### config.mk
export PLATFORM = sky130hd
export DESIGN_NAME = modular_exponentiation_top
export DESIGN_NICKNAME = d
export VERILOG_FILES = /design/src/rtl/modexp_pkg.sv /design/src/rtl/modexp_mul.sv /design/src/rtl/modular_exponentiation_top.sv
export VERILOG_INCLUDE_DIRS = /design/src /design/src/rtl
export SDC_FILE = /design/constraint.sdc
export NUM_CORES = 1
export LEC_CHECK = 0
export BUFFER_PORTS_ARGS = -buffer_cell sky130_fd_sc_hd__clkbuf_2
export CAP_MARGIN = 20
export CORE_ASPECT_RATIO = 1.75
export CORE_UTILIZATION = 40
export CTS_BUF_LIST = sky130_fd_sc_hd__clkbuf_16
export CTS_CLUSTER_DIAMETER = 50
export DETAILED_ROUTE_END_ITERATION = 10
export GPL_TIMING_DRIVEN = 0
export PLACE_DENSITY = 0.6
export RECOVER_POWER = 50
export SLEW_MARGIN = 20
export SYNTH_ARGS = -nofsm -noshare
export SYNTH_HDL_FRONTEND = slang
export SYNTH_HIERARCHICAL = 1
export SYNTH_SLANG_ARGS = --single-unit
export TNS_END_PERCENT = 10
### constraint.sdc
create_clock -name clk -period 14.8 [get_ports clk]
set_input_delay 0.74 -clock clk [delete_from_list [all_inputs] [get_ports clk]]
set_output_delay 0.74 -clock clk [all_outputs]
set_load 0.03 [all_outputs]
### src/rtl/assert_macros.svh
// Assertion macros shared by the modular exponentiation RTL.
`ifndef ASSERT_MACROS_SVH
`define ASSERT_MACROS_SVH

// Same-cycle implication, sampled on clk, disabled while arst_n is low.
`define ASSERT_IMPLIES(label, ante, cons, msg) \
	label: assert property (@(posedge clk) disable iff (!arst_n) (ante) |-> (cons)) \
		else $error(msg);

// Next-cycle implication, sampled on clk, disabled while arst_n is low.
`define ASSERT_NEXT(label, ante, cons, msg) \
	label: assert property (@(posedge clk) disable iff (!arst_n) (ante) |=> (cons)) \
		else $error(msg);

`endif

### src/rtl/modexp_pkg.sv
// Types and constants shared by the modular exponentiation block.
`default_nettype none

package modexp_pkg;

	localparam int WORD_BITS = 32;
	localparam int CNT_W = $clog2(WORD_BITS);
	localparam logic [WORD_BITS-1:0] MODULUS_RESET = WORD_BITS'(1000000007);

	typedef logic [WORD_BITS-1:0] word_t;
	typedef logic [CNT_W-1:0] cnt_t;

	// Input item
	typedef struct packed {
		word_t base;
		word_t exponent;
	} modexp_arg_t;

	// Result item
	typedef struct packed {
		word_t power;
		logic  zero_modulus;
	} modexp_res_t;

	// Request to the modular multiplier
	typedef struct packed {
		logic  start;
		word_t a;
		word_t b;
	} mul_req_t;

	// Response from the modular multiplier
	typedef struct packed {
		logic  done;
		word_t prod;
	} mul_rsp_t;

endpackage

`default_nettype wire

### src/rtl/modexp_mul.sv
// Bit-serial modular multiplier: one bit of the multiplier per cycle.
`default_nettype none

`include "assert_macros.svh"

module modexp_mul (
	input  wire logic                clk,
	input  wire logic                arst_n,
	input  wire modexp_pkg::word_t   m,
	input  wire modexp_pkg::mul_req_t req,
	output modexp_pkg::mul_rsp_t     rsp
);
	import modexp_pkg::*;

	localparam int T_W = WORD_BITS + 2;

	typedef enum logic {
		M_IDLE,
		M_RUN
	} mul_state_t;

	mul_state_t state_q;
	word_t      r_q;
	word_t      a_q;
	word_t      b_q;
	cnt_t       cnt_q;
	mul_rsp_t   rsp_q;

	logic [T_W-1:0] t;
	logic [T_W-1:0] m1;
	logic [T_W-1:0] m2;
	logic [T_W-1:0] d;
	word_t          r_next;

	// Form 2r + a*bit, which stays below 3m, then fold it back below m
	always_comb begin
		m1 = {2'b00, m};
		m2 = {1'b0, m, 1'b0};
		t  = {1'b0, r_q, 1'b0} + {2'b00, (b_q[WORD_BITS-1] ? a_q : '0)};
		if (t >= m2) begin
			d = t - m2;
		end else if (t >= m1) begin
			d = t - m1;
		end else begin
			d = t;
		end
		r_next = d[WORD_BITS-1:0];
	end

	// Sequence the multiplier bits, most significant first
	always_ff @(posedge clk or negedge arst_n) begin
		if (!arst_n) begin
			state_q    <= M_IDLE;
			rsp_q.done <= 1'b0;
		end else begin
			rsp_q.done <= 1'b0;
			unique case (state_q)
				M_IDLE: begin
					if (req.start) begin
						a_q     <= req.a;
						b_q     <= req.b;
						r_q     <= '0;
						cnt_q   <= CNT_W'(WORD_BITS - 1);
						state_q <= M_RUN;
					end
				end
				M_RUN: begin
					r_q   <= r_next;
					b_q   <= b_q << 1;
					cnt_q <= cnt_q - 1'b1;
					if (cnt_q == '0) begin
						rsp_q.prod <= r_next;
						rsp_q.done <= 1'b1;
						state_q    <= M_IDLE;
					end
				end
				default: begin
					state_q <= M_IDLE;
				end
			endcase
		end
	end

	assign rsp = rsp_q;

	`ASSERT_NEXT(a_done_pulse, rsp_q.done, !rsp_q.done, "multiplier done held over two cycles")
	`ASSERT_IMPLIES(a_prod_reduced, rsp_q.done && (m != '0), rsp_q.prod < m, "product not reduced")
	`ASSERT_IMPLIES(a_start_idle, req.start, state_q == M_IDLE, "multiplier started while busy")

endmodule

`default_nettype wire

### src/rtl/modular_exponentiation_top.sv
// Top level of the modular exponentiation block: sequencer, modulus register, result register.
//
// Computes base^exponent mod modulus by left-to-right square-and-multiply on one shared
// bit-serial modular multiplier, which retires one multiplier bit per cycle. An item first
// reduces the base (one product), then drops the leading zero bits of the exponent, then
// squares once per exponent bit from the highest set bit down and multiplies once per set
// bit. A zero exponent (result 1) or a zero modulus (result 0 with zero_modulus set) skips
// the multiplier and goes straight to the S_FIN state, which loads the result into the
// output register once that register is free. The block takes one item at a time; a
// finished result waits in the output register and the next item may be accepted while it
// does. Write the modulus only while the block is idle; it resets to 1000000007.
`default_nettype none

`include "assert_macros.svh"

module modular_exponentiation_top (
	input  wire logic                   clk,
	input  wire logic                   arst_n,
	input  wire logic                   arg_valid,
	output logic                        arg_ready,
	input  wire modexp_pkg::modexp_arg_t arg,
	output logic                        res_valid,
	input  wire logic                   res_ready,
	output modexp_pkg::modexp_res_t     res,
	input  wire logic                   cfg_we,
	input  wire modexp_pkg::word_t      cfg_wdata
);
	import modexp_pkg::*;

	typedef enum logic [2:0] {
		S_IDLE,
		S_RED,
		S_SKIP,
		S_SQR,
		S_MUL,
		S_FIN
	} seq_state_t;

	seq_state_t  state_q;
	word_t       modulus_q;
	word_t       e_q;
	cnt_t        cnt_q;
	word_t       bred_q;
	modexp_res_t fin_q;
	modexp_res_t res_q;
	logic        res_valid_q;
	mul_req_t    req_q;
	mul_rsp_t    rsp;

	word_t one_m;
	logic  last_bit;
	logic  arg_fire;

	// 1 mod m, which is 0 for a modulus of one
	assign one_m    = (modulus_q == word_t'(1)) ? '0 : word_t'(1);
	assign last_bit = (cnt_q == '0);
	assign arg_fire = arg_valid && arg_ready;

	// Hold the modulus register
	always_ff @(posedge clk or negedge arst_n) begin
		if (!arst_n) begin
			modulus_q <= MODULUS_RESET;
		end else if (cfg_we) begin
			modulus_q <= cfg_wdata;
		end
	end

	modexp_mul u_mul (
		.clk    (clk),
		.arst_n (arst_n),
		.m      (modulus_q),
		.req    (req_q),
		.rsp    (rsp)
	);

	// Walk the exponent bits and issue products to the shared multiplier
	always_ff @(posedge clk or negedge arst_n) begin
		if (!arst_n) begin
			state_q     <= S_IDLE;
			res_valid_q <= 1'b0;
			req_q.start <= 1'b0;
		end else begin
			req_q.start <= 1'b0;
			if (res_valid_q && res_ready) begin
				res_valid_q <= 1'b0;
			end
			unique case (state_q)
				S_IDLE: begin
					if (arg_fire) begin
						e_q   <= arg.exponent;
						cnt_q <= CNT_W'(WORD_BITS - 1);
						if (modulus_q == '0) begin
							fin_q   <= '{power: '0, zero_modulus: 1'b1};
							state_q <= S_FIN;
						end else if (arg.exponent == '0) begin
							fin_q   <= '{power: word_t'(1), zero_modulus: 1'b0};
							state_q <= S_FIN;
						end else begin
							req_q   <= '{start: 1'b1, a: one_m, b: arg.base};
							state_q <= S_RED;
						end
					end
				end
				S_RED: begin
					if (rsp.done) begin
						bred_q  <= rsp.prod;
						state_q <= S_SKIP;
					end
				end
				S_SKIP: begin
					// Drop leading zero bits: squaring 1 leaves it unchanged
					if (e_q[WORD_BITS-1]) begin
						req_q   <= '{start: 1'b1, a: one_m, b: one_m};
						state_q <= S_SQR;
					end else begin
						e_q   <= e_q << 1;
						cnt_q <= cnt_q - 1'b1;
					end
				end
				S_SQR: begin
					if (rsp.done) begin
						if (e_q[WORD_BITS-1]) begin
							req_q   <= '{start: 1'b1, a: rsp.prod, b: bred_q};
							state_q <= S_MUL;
						end else if (last_bit) begin
							fin_q   <= '{power: rsp.prod, zero_modulus: 1'b0};
							state_q <= S_FIN;
						end else begin
							e_q     <= e_q << 1;
							cnt_q   <= cnt_q - 1'b1;
							req_q   <= '{start: 1'b1, a: rsp.prod, b: rsp.prod};
						end
					end
				end
				S_MUL: begin
					if (rsp.done) begin
						if (last_bit) begin
							fin_q   <= '{power: rsp.prod, zero_modulus: 1'b0};
							state_q <= S_FIN;
						end else begin
							e_q     <= e_q << 1;
							cnt_q   <= cnt_q - 1'b1;
							req_q   <= '{start: 1'b1, a: rsp.prod, b: rsp.prod};
							state_q <= S_SQR;
						end
					end
				end
				S_FIN: begin
					// Load the result once the output register is free
					if (!res_valid_q || res_ready) begin
						res_q       <= fin_q;
						res_valid_q <= 1'b1;
						state_q     <= S_IDLE;
					end
				end
				default: begin
					state_q <= S_IDLE;
				end
			endcase
		end
	end

	assign arg_ready = (state_q == S_IDLE);
	assign res_valid = res_valid_q;
	assign res       = res_q;

	`ASSERT_NEXT(a_busy_after_accept, arg_fire, !arg_ready, "item accepted while busy")
	`ASSERT_IMPLIES(a_zero_mod_power, res_valid_q && res_q.zero_modulus, res_q.power == '0,
		"zero modulus result carries a power")
	`ASSERT_IMPLIES(a_start_state, req_q.start,
		(state_q == S_RED) || (state_q == S_SQR) || (state_q == S_MUL),
		"product issued outside a product state")

endmodule

`default_nettype wire

==> results.cfg, run 1 <==
[setup_path]
critical_path_class = reg2reg
required_ps = 15100
worstPathArrival_ps = 8410
r2r.worst_path.cells = 22
r2r_start = u_mul/b_q[31]
reg2reg_slack_ps = 6690
cp-start-kind = flop
critPathCaptureType = flop
r2r_end = u_mul/r_q[26]
cp_max_fo = 10

[synthesis]
synth-seq-cells = 371
async_reset_ff_frac = 0.1051
yosys_most_used_dff = edfxtp_1
syn_area_sq_mm = 0.02088
yosys.area.top_type = edfxtp_1
synth_compound_area_frac = 0.1664
syn_area_per_cell_sq_um = 11.51
syn_inst = 1813
synth.distinct_cells = 90
synth-simple-area-share = 0.1256
synth_xor_area_frac = 0.03602
yosys_warnings = 6
synthAdderAreaFrac = 0.06221
yosysSeqAreaShare = 0.5253
synth_top_family_by_area = compound AO/OA/AOI/OAI gates
yosys-top-cells-area = edfxtp_1 (48%), ha_1 (5.9%), mux2_2 (3.5%), dfrtp_1 (2.8%), a22o_1 (2.6%)
syn_nets = 2016
yosys.area.top_type_share = 0.4776
synth_mux_area_frac = 0.05496
synth-edff-count = 332

[drt]
wirelength_mm = 58.24
final_antenna_net_count = 0
drt_iter0_drc = 1088
drc = 0
drt_pass1_iterations = 5
via_per_inst = 5.639
wl_per_cell_um = 21.55
vias = 15242

[grt]
antenna_found_initial = 0
grt_pass1_wl_mm = 88.99
grt_max_degree = 47
overflow = 0
grt_pass1_vias = 15509
grt.total_usage = 0.2192

[clock_network]
clk_path_buf_depth = 3
post_cts_resized = 0
cts_buffers = 40
cts_tree = built
clock_sinks = 371
cts_hold_buffers = 0
clockRootBuffer = clkbuf_16
clkLatencyLatePin_ps = 570
path_clk_slew_ps = 70
postCtsSetupRepairBufs = 0
cts_max_level = 2

[hold_path]
holdCritPathClass = reg2reg
min_from = fin_q[13]
min_path_cells = 0
holdPathEnd = res[13]

[sta]
drv_slew = 157
worst_pin_slew_ps = 2420
clock_skew_ps = 28.59
period_share = 0.5481
fmax_ghz = 0.1233
slew_headroom = -0.6132
tns_ps = 0
rsz0062_at_grt = false
finalHoldViolCount = 0
worst_hold_slack_ps = 415.4
final.min_clock_period_ps = 8112
finalSetupViolCount = 0

[place]
placed_cells = 2634
gp_congestion = 0.9217
dpl.hpwl_mm = 46.81
io_buffers = 134

[floorplan]
initial_core_util = 0.4056
row_count = 110
fp.dieW_um = 174.7
io_pins = 136
die_y_um = 304.2
fp.coreArea_sq_mm = 0.05147
die-area_sq_mm = 0.05314

[final_layout]
synthToLayoutAreaGrowth_pct = 14.08
drive_gt1_frac = 0.1547
nNetsFinal = 2207
final_cells = 2703
finish.utilization = 0.4627

[outcome]
status = finished with violations
violations = max-capacitance violations, max-slew violations

[run]
timing.max_cap.violations = 5
==> sequential cells by signal, summed over array words and instances (netlist names) <==
| name | flops |
|---|---|
| req_q | 65 |
| fin_q | 33 |
| res | 33 |
| u_mul/rsp | 33 |
| bred_q | 32 |
| e_q | 32 |
| modulus_q | 32 |
| u_mul/a_q | 32 |
| u_mul/b_q | 32 |
| u_mul/r_q | 32 |
| cnt_q | 5 |
| u_mul/cnt_q | 5 |
| state_q | 3 |
| res_valid | 1 |
| u_mul/state_q | 1 |
==> through the flow <==
step / worst slack, ps / area (sq um)
2_1_floorplan: 9796 / 20880
5_1_grt: 6458 / 23810
3_5_place_dp: 6852 / 22690
4_1_cts: 6799 / 23940
3_3_place_gp: 6853 / 22390
6_report: 6688 / 23820
==> cell usage in the layout (no fill, tap or decap), types with 9 or more instances in the layout <==
master       n
xnor2_1     56
inv_1       65
a21oi_1     99
o21ai_1     11
ha_1        99
a31oi_1     21
edfxtp_1   332
and2_0      15
dfrtp_1     23
o21ai_0     81
mux2_2      63
and2_1      69
nor2b_1     16
o211ai_1    16
nand2_1    119
a22o_1      63
nand4_1     27
clkbuf_2    99
o21a_1      20
clkbuf_16   40
nor2_1     110
a221o_1      9
dfstp_2     16
a211oi_1    22
and3_1      23
nand2b_1    15
clkbuf_1    96
nand3_1     35
nor4_1      22
xor2_1      28
buf_2       23
a21o_1      29
mux2i_1     40
a22oi_1     33
nor3_1      22
==> layer usage <==
layer	track usage	vias up	wire length (um)
met5	0	-	0
met4	0.1151	0	3067
met3	0.02099	129	2039
met2	0.4157	478	31310
met1	0.2360	7340	21820
li1	-	7295	-
==> cells in the mapped netlist (5+ instances only) <==
| master | instances |
|---|---|
| nor4_1 | 22 |
| a211o_1 | 6 |
| a221oi_1 | 6 |
| a22o_1 | 63 |
| a21oi_1 | 99 |
| a22oi_1 | 33 |
| o21bai_1 | 8 |
| nand2_1 | 119 |
| mux2_2 | 65 |
| o21ai_0 | 81 |
| a31oi_1 | 21 |
| a211oi_1 | 23 |
| o21ai_1 | 11 |
| a21o_1 | 29 |
| dfstp_2 | 16 |
| nand3b_1 | 5 |
| a311oi_1 | 5 |
| buf_2 | 25 |
| xor2_1 | 28 |
| o211ai_1 | 16 |
| mux2i_1 | 40 |
| nor2b_1 | 16 |
| o21a_1 | 19 |
| nand4_1 | 27 |
| a221o_1 | 9 |
| clkbuf_1 | 52 |
| dfrtp_1 | 23 |
| edfxtp_1 | 332 |
| buf_1 | 5 |
| ha_1 | 99 |
| and3_1 | 23 |
| nor3_1 | 23 |
| nor2_1 | 111 |
| nand3_1 | 35 |
| inv_1 | 60 |
| xnor2_1 | 56 |
| or3_1 | 5 |
| nand2b_1 | 15 |
| and2_1 | 85 |
==> critical path, cell delays in order (launching register included) <==
cell and delay (ps):
edfxtp_1 460, clkbuf_1 520, nand2_1 230, fa_1 490, nor2b_1 200, o31ai_1 140, a2111oi_0 780, nor2_1 90
a311oi_1 490, a221oi_1 180, xnor2_1 370, ha_1 190, clkbuf_1 270, nand3_1 200, nor4_1 900, nand4_1 580
nand3_1 290, a41oi_2 80, nand2_2 350, buf_2 370, buf_2 370, nand2_1 120, o211a_1 140
==> final cells by class <==
class | count | area (sq um)
multi-input combinational | 1293 | 9336
timing repair buffer | 149 | 804.5
clock buffer | 40 | 1001
inverter | 62 | 232.7
antenna | 1 | 2.502
buffer | 87 | 381.6
fill | 4882 | 27660
clock inverter | 28 | 251.5
tap | 672 | 840.8
sequential | 371 | 10970
==> logic make-up after synthesis <==
family	count (synthesis)
buffers and inverters	149
AO/OA/AOI/OAI	490
AND/OR/NAND/NOR	510
adder cells (fa/ha/maj)	102
XOR/XNOR	85
flip-flops	371
multiplexers	106
==> worst max path at each step <==
stage,cells past startpoint,startpoint,slack (ps),endpoint
floorplan,21,u_mul/b_q[31],9800,u_mul/rsp[9]
global placement,21,u_mul/b_q[31],6850,u_mul/rsp[30]
detailed placement,21,u_mul/b_q[31],6850,u_mul/rsp[30]
CTS,22,u_mul/b_q[31],6800,u_mul/rsp[26]
global route,21,u_mul/b_q[31],6460,u_mul/r_q[8]
finish,22,u_mul/b_q[31],6690,u_mul/r_q[26]
Power of run 1 is not shown: default switching activity piles up to over one toggle a cycle in this logic, so the estimate is an artifact.
==> run 2: changes to the inputs <==
==> constraint.sdc (replaced) <==
create_clock -name clk -period 8.4 [get_ports clk]
set_input_delay 0.42 -clock clk [delete_from_list [all_inputs] [get_ports clk]]
set_output_delay 0.42 -clock clk [all_outputs]
set_load 0.03 [all_outputs]
==> run 2 against run 1 <==
The run still ends with max-capacitance violations, max-slew violations left. Via count decreased by 0.24%. Critical path type unchanged. Utilization about the same. Sequential share of layout area about the same. Clock skew increased by 2.2 ps. Register-to-register slack got worse by 6400 ps. Non-clock buffer count increased by 1. Die area unchanged. First-iteration DRC count increased by 5.6%. Clock-buffer cell count unchanged. Wire length about the same. Maximum frequency increased by 0.25%. Critical path depth unchanged.
==> results.cfg, run 2 (same netlist as run 1, synthesis figures left out) <==
[setup_path]
cp_max_fo = 10
worst-path-buf-inv = 4
critical_path_class = reg2reg
crit_family = simple AND/OR/NAND/NOR gates
worst_path_max_delay_cell = nor4_1
worstPathArrival_ps = 8390
path_cells = clkbuf_1 > nand2_1 > fa_1 > nor2b_1 > o31ai_1 > a2111oi_0 > nor2_1 > a311oi_1 > a221oi_1 > xnor2_1 > ha_1 > clkbuf_1 > nand3_1 > nor4_1 > nand4_1 > nand3_1 > a41oi_2 > nand2_2 > buf_2 > buf_2 > nand2_1 > o211a_1
required_ps = 8700
critPathCaptureType = flop
cp-start-kind = flop
cp_slowest_stage_delay_ps = 900

[sta]
tns_ps = 0
worst_pin_slew_ps = 2458
slew_headroom = -0.6387
clock_skew_ps = 30.80
fmax_ghz = 0.1236
finalSetupViolCount = 0
rsz0062_at_grt = false
period_share = 0.9633
drv_slew = 158
final.min_clock_period_ps = 8092
finalHoldViolCount = 0

[clock_network]
path_clk_slew_ps = 70
clk_path_buf_depth = 3
cts_tree = built
postCtsSetupRepairBufs = 0
cts_max_level = 2
post_cts_resized = 0
clock_sinks = 371
cts_buffers = 40
clkLatencyLatePin_ps = 570
clockRootBuffer = clkbuf_16

[drt]
wl_per_cell_um = 21.53
vias = 15206
drt_iter0_drc = 1149
drc = 0
wirelength_mm = 58.21
drt_pass1_iterations = 5
final_antenna_net_count = 0
via_per_inst = 5.624

[floorplan]
die_y_um = 304.2
row_count = 110
fp.dieW_um = 174.7
io_pins = 136
die-area_sq_mm = 0.05314
fp.coreArea_sq_mm = 0.05147
initial_core_util = 0.4056

[final_layout]
synthToLayoutAreaGrowth_pct = 14.13
regMostFlops = req_q
mostFrequentLayoutCell = edfxtp_1
regArea_sq_mm = 0.01097
drive_gt1_frac = 0.1546
largest_reg_flops = 65
multi_input_area_sq_mm = 0.009336
nNetsFinal = 2208
n_fill_cell = 4881
layout_common_cells = edfxtp_1 (332), nand2_1 (119), nor2_1 (110)

[place]
gp_congestion = 0.9217
dpl.hpwl_mm = 46.81
io_buffers = 134

[grt]
grt.total_usage = 0.2192
overflow = 0
use_met1 = 0.2360
met3_usage = 0.02099
grt_pass1_vias = 15515
grt_max_degree = 47
grt_pass1_wl_mm = 89.00
top_usage_layer = met2
antenna_found_initial = 0
use_met2 = 0.4158

[outcome]
status = finished with violations
violations = max-capacitance violations, max-slew violations

[run]
timing.max_cap.violations = 5

[hold_path]
holdCritPathClass = in2reg
## run 2: per-layer routing
| layer | wire, um | vias to the layer above |
|---|---|---|
| met3 | 1902 | 133 |
| met4 | 3060 | 0 |
| met1 | 21880 | 7340 |
| met5 | 0 | - |
| met2 | 31370 | 436 |
| li1 | - | 7297 |
## run 2: worst reg2reg max path, delay by kind of cell (launching register included)
family          cells  cell delay [ps]
simple gates        9             2960
compound gates      6             1810
buf+inv             4             1530
fa+ha+maj           2              680
flops               1              460
xor+xnor            1              380
## run 2: through the flow
step / setup slack [ps] / std cells / area (sq um) / utilization / hold slack (ps)
2_1_floorplan: 3396 / 1813 / 20880 / - / 124.4
3_3_place_gp: 452.8 / 2619 / 22390 / 0.4349 / 401.0
3_5_place_dp: 451.6 / 2634 / 22690 / 0.4407 / 404.5
4_1_cts: 399.1 / 2703 / 23950 / 0.4653 / 68.73
5_1_grt: 57.67 / 2703 / 23820 / 0.4628 / 83.65
6_report: 308.3 / 2704 / 23830 / 0.4629 / 96.79
## run 2: final timing paths
check,start,to,slack (ps),cells past startpoint
worst max-delay path,u_mul/b_q[31],u_mul/r_q[26],310,22
worst min-delay path,cfg_wdata[31],modulus_q[31],100,2
worst max register to register,u_mul/b_q[31],u_mul/r_q[26],310,22
worst min register to register,fin_q[13],res[13],410,0
max in group asynchronous,arst_n,modulus_q[26],5840,2
min in group asynchronous,arst_n,res_valid,1150,2
## run 2: timing repair
| item | in CTS | in global routing |
|---|---|---|
| setup endpoints to repair | 0 | 0 |
| hold buffers | 1 | 0 |
| endpoints found under the hold margin | 23 | 0 |
## run 2: final cells by class
cell class,instances,area share
repair buffers,150,0.03419
flip-flops and latches,371,0.4602
multi-input cells,1293,0.3918
plain buffers,87,0.01602
well taps,672,0.03529
diodes,1,0.0001050
clock inverters,28,0.01056
inverters,62,0.009767
clock buffers,40,0.04201
Power of run 2 is left out for the same reason.
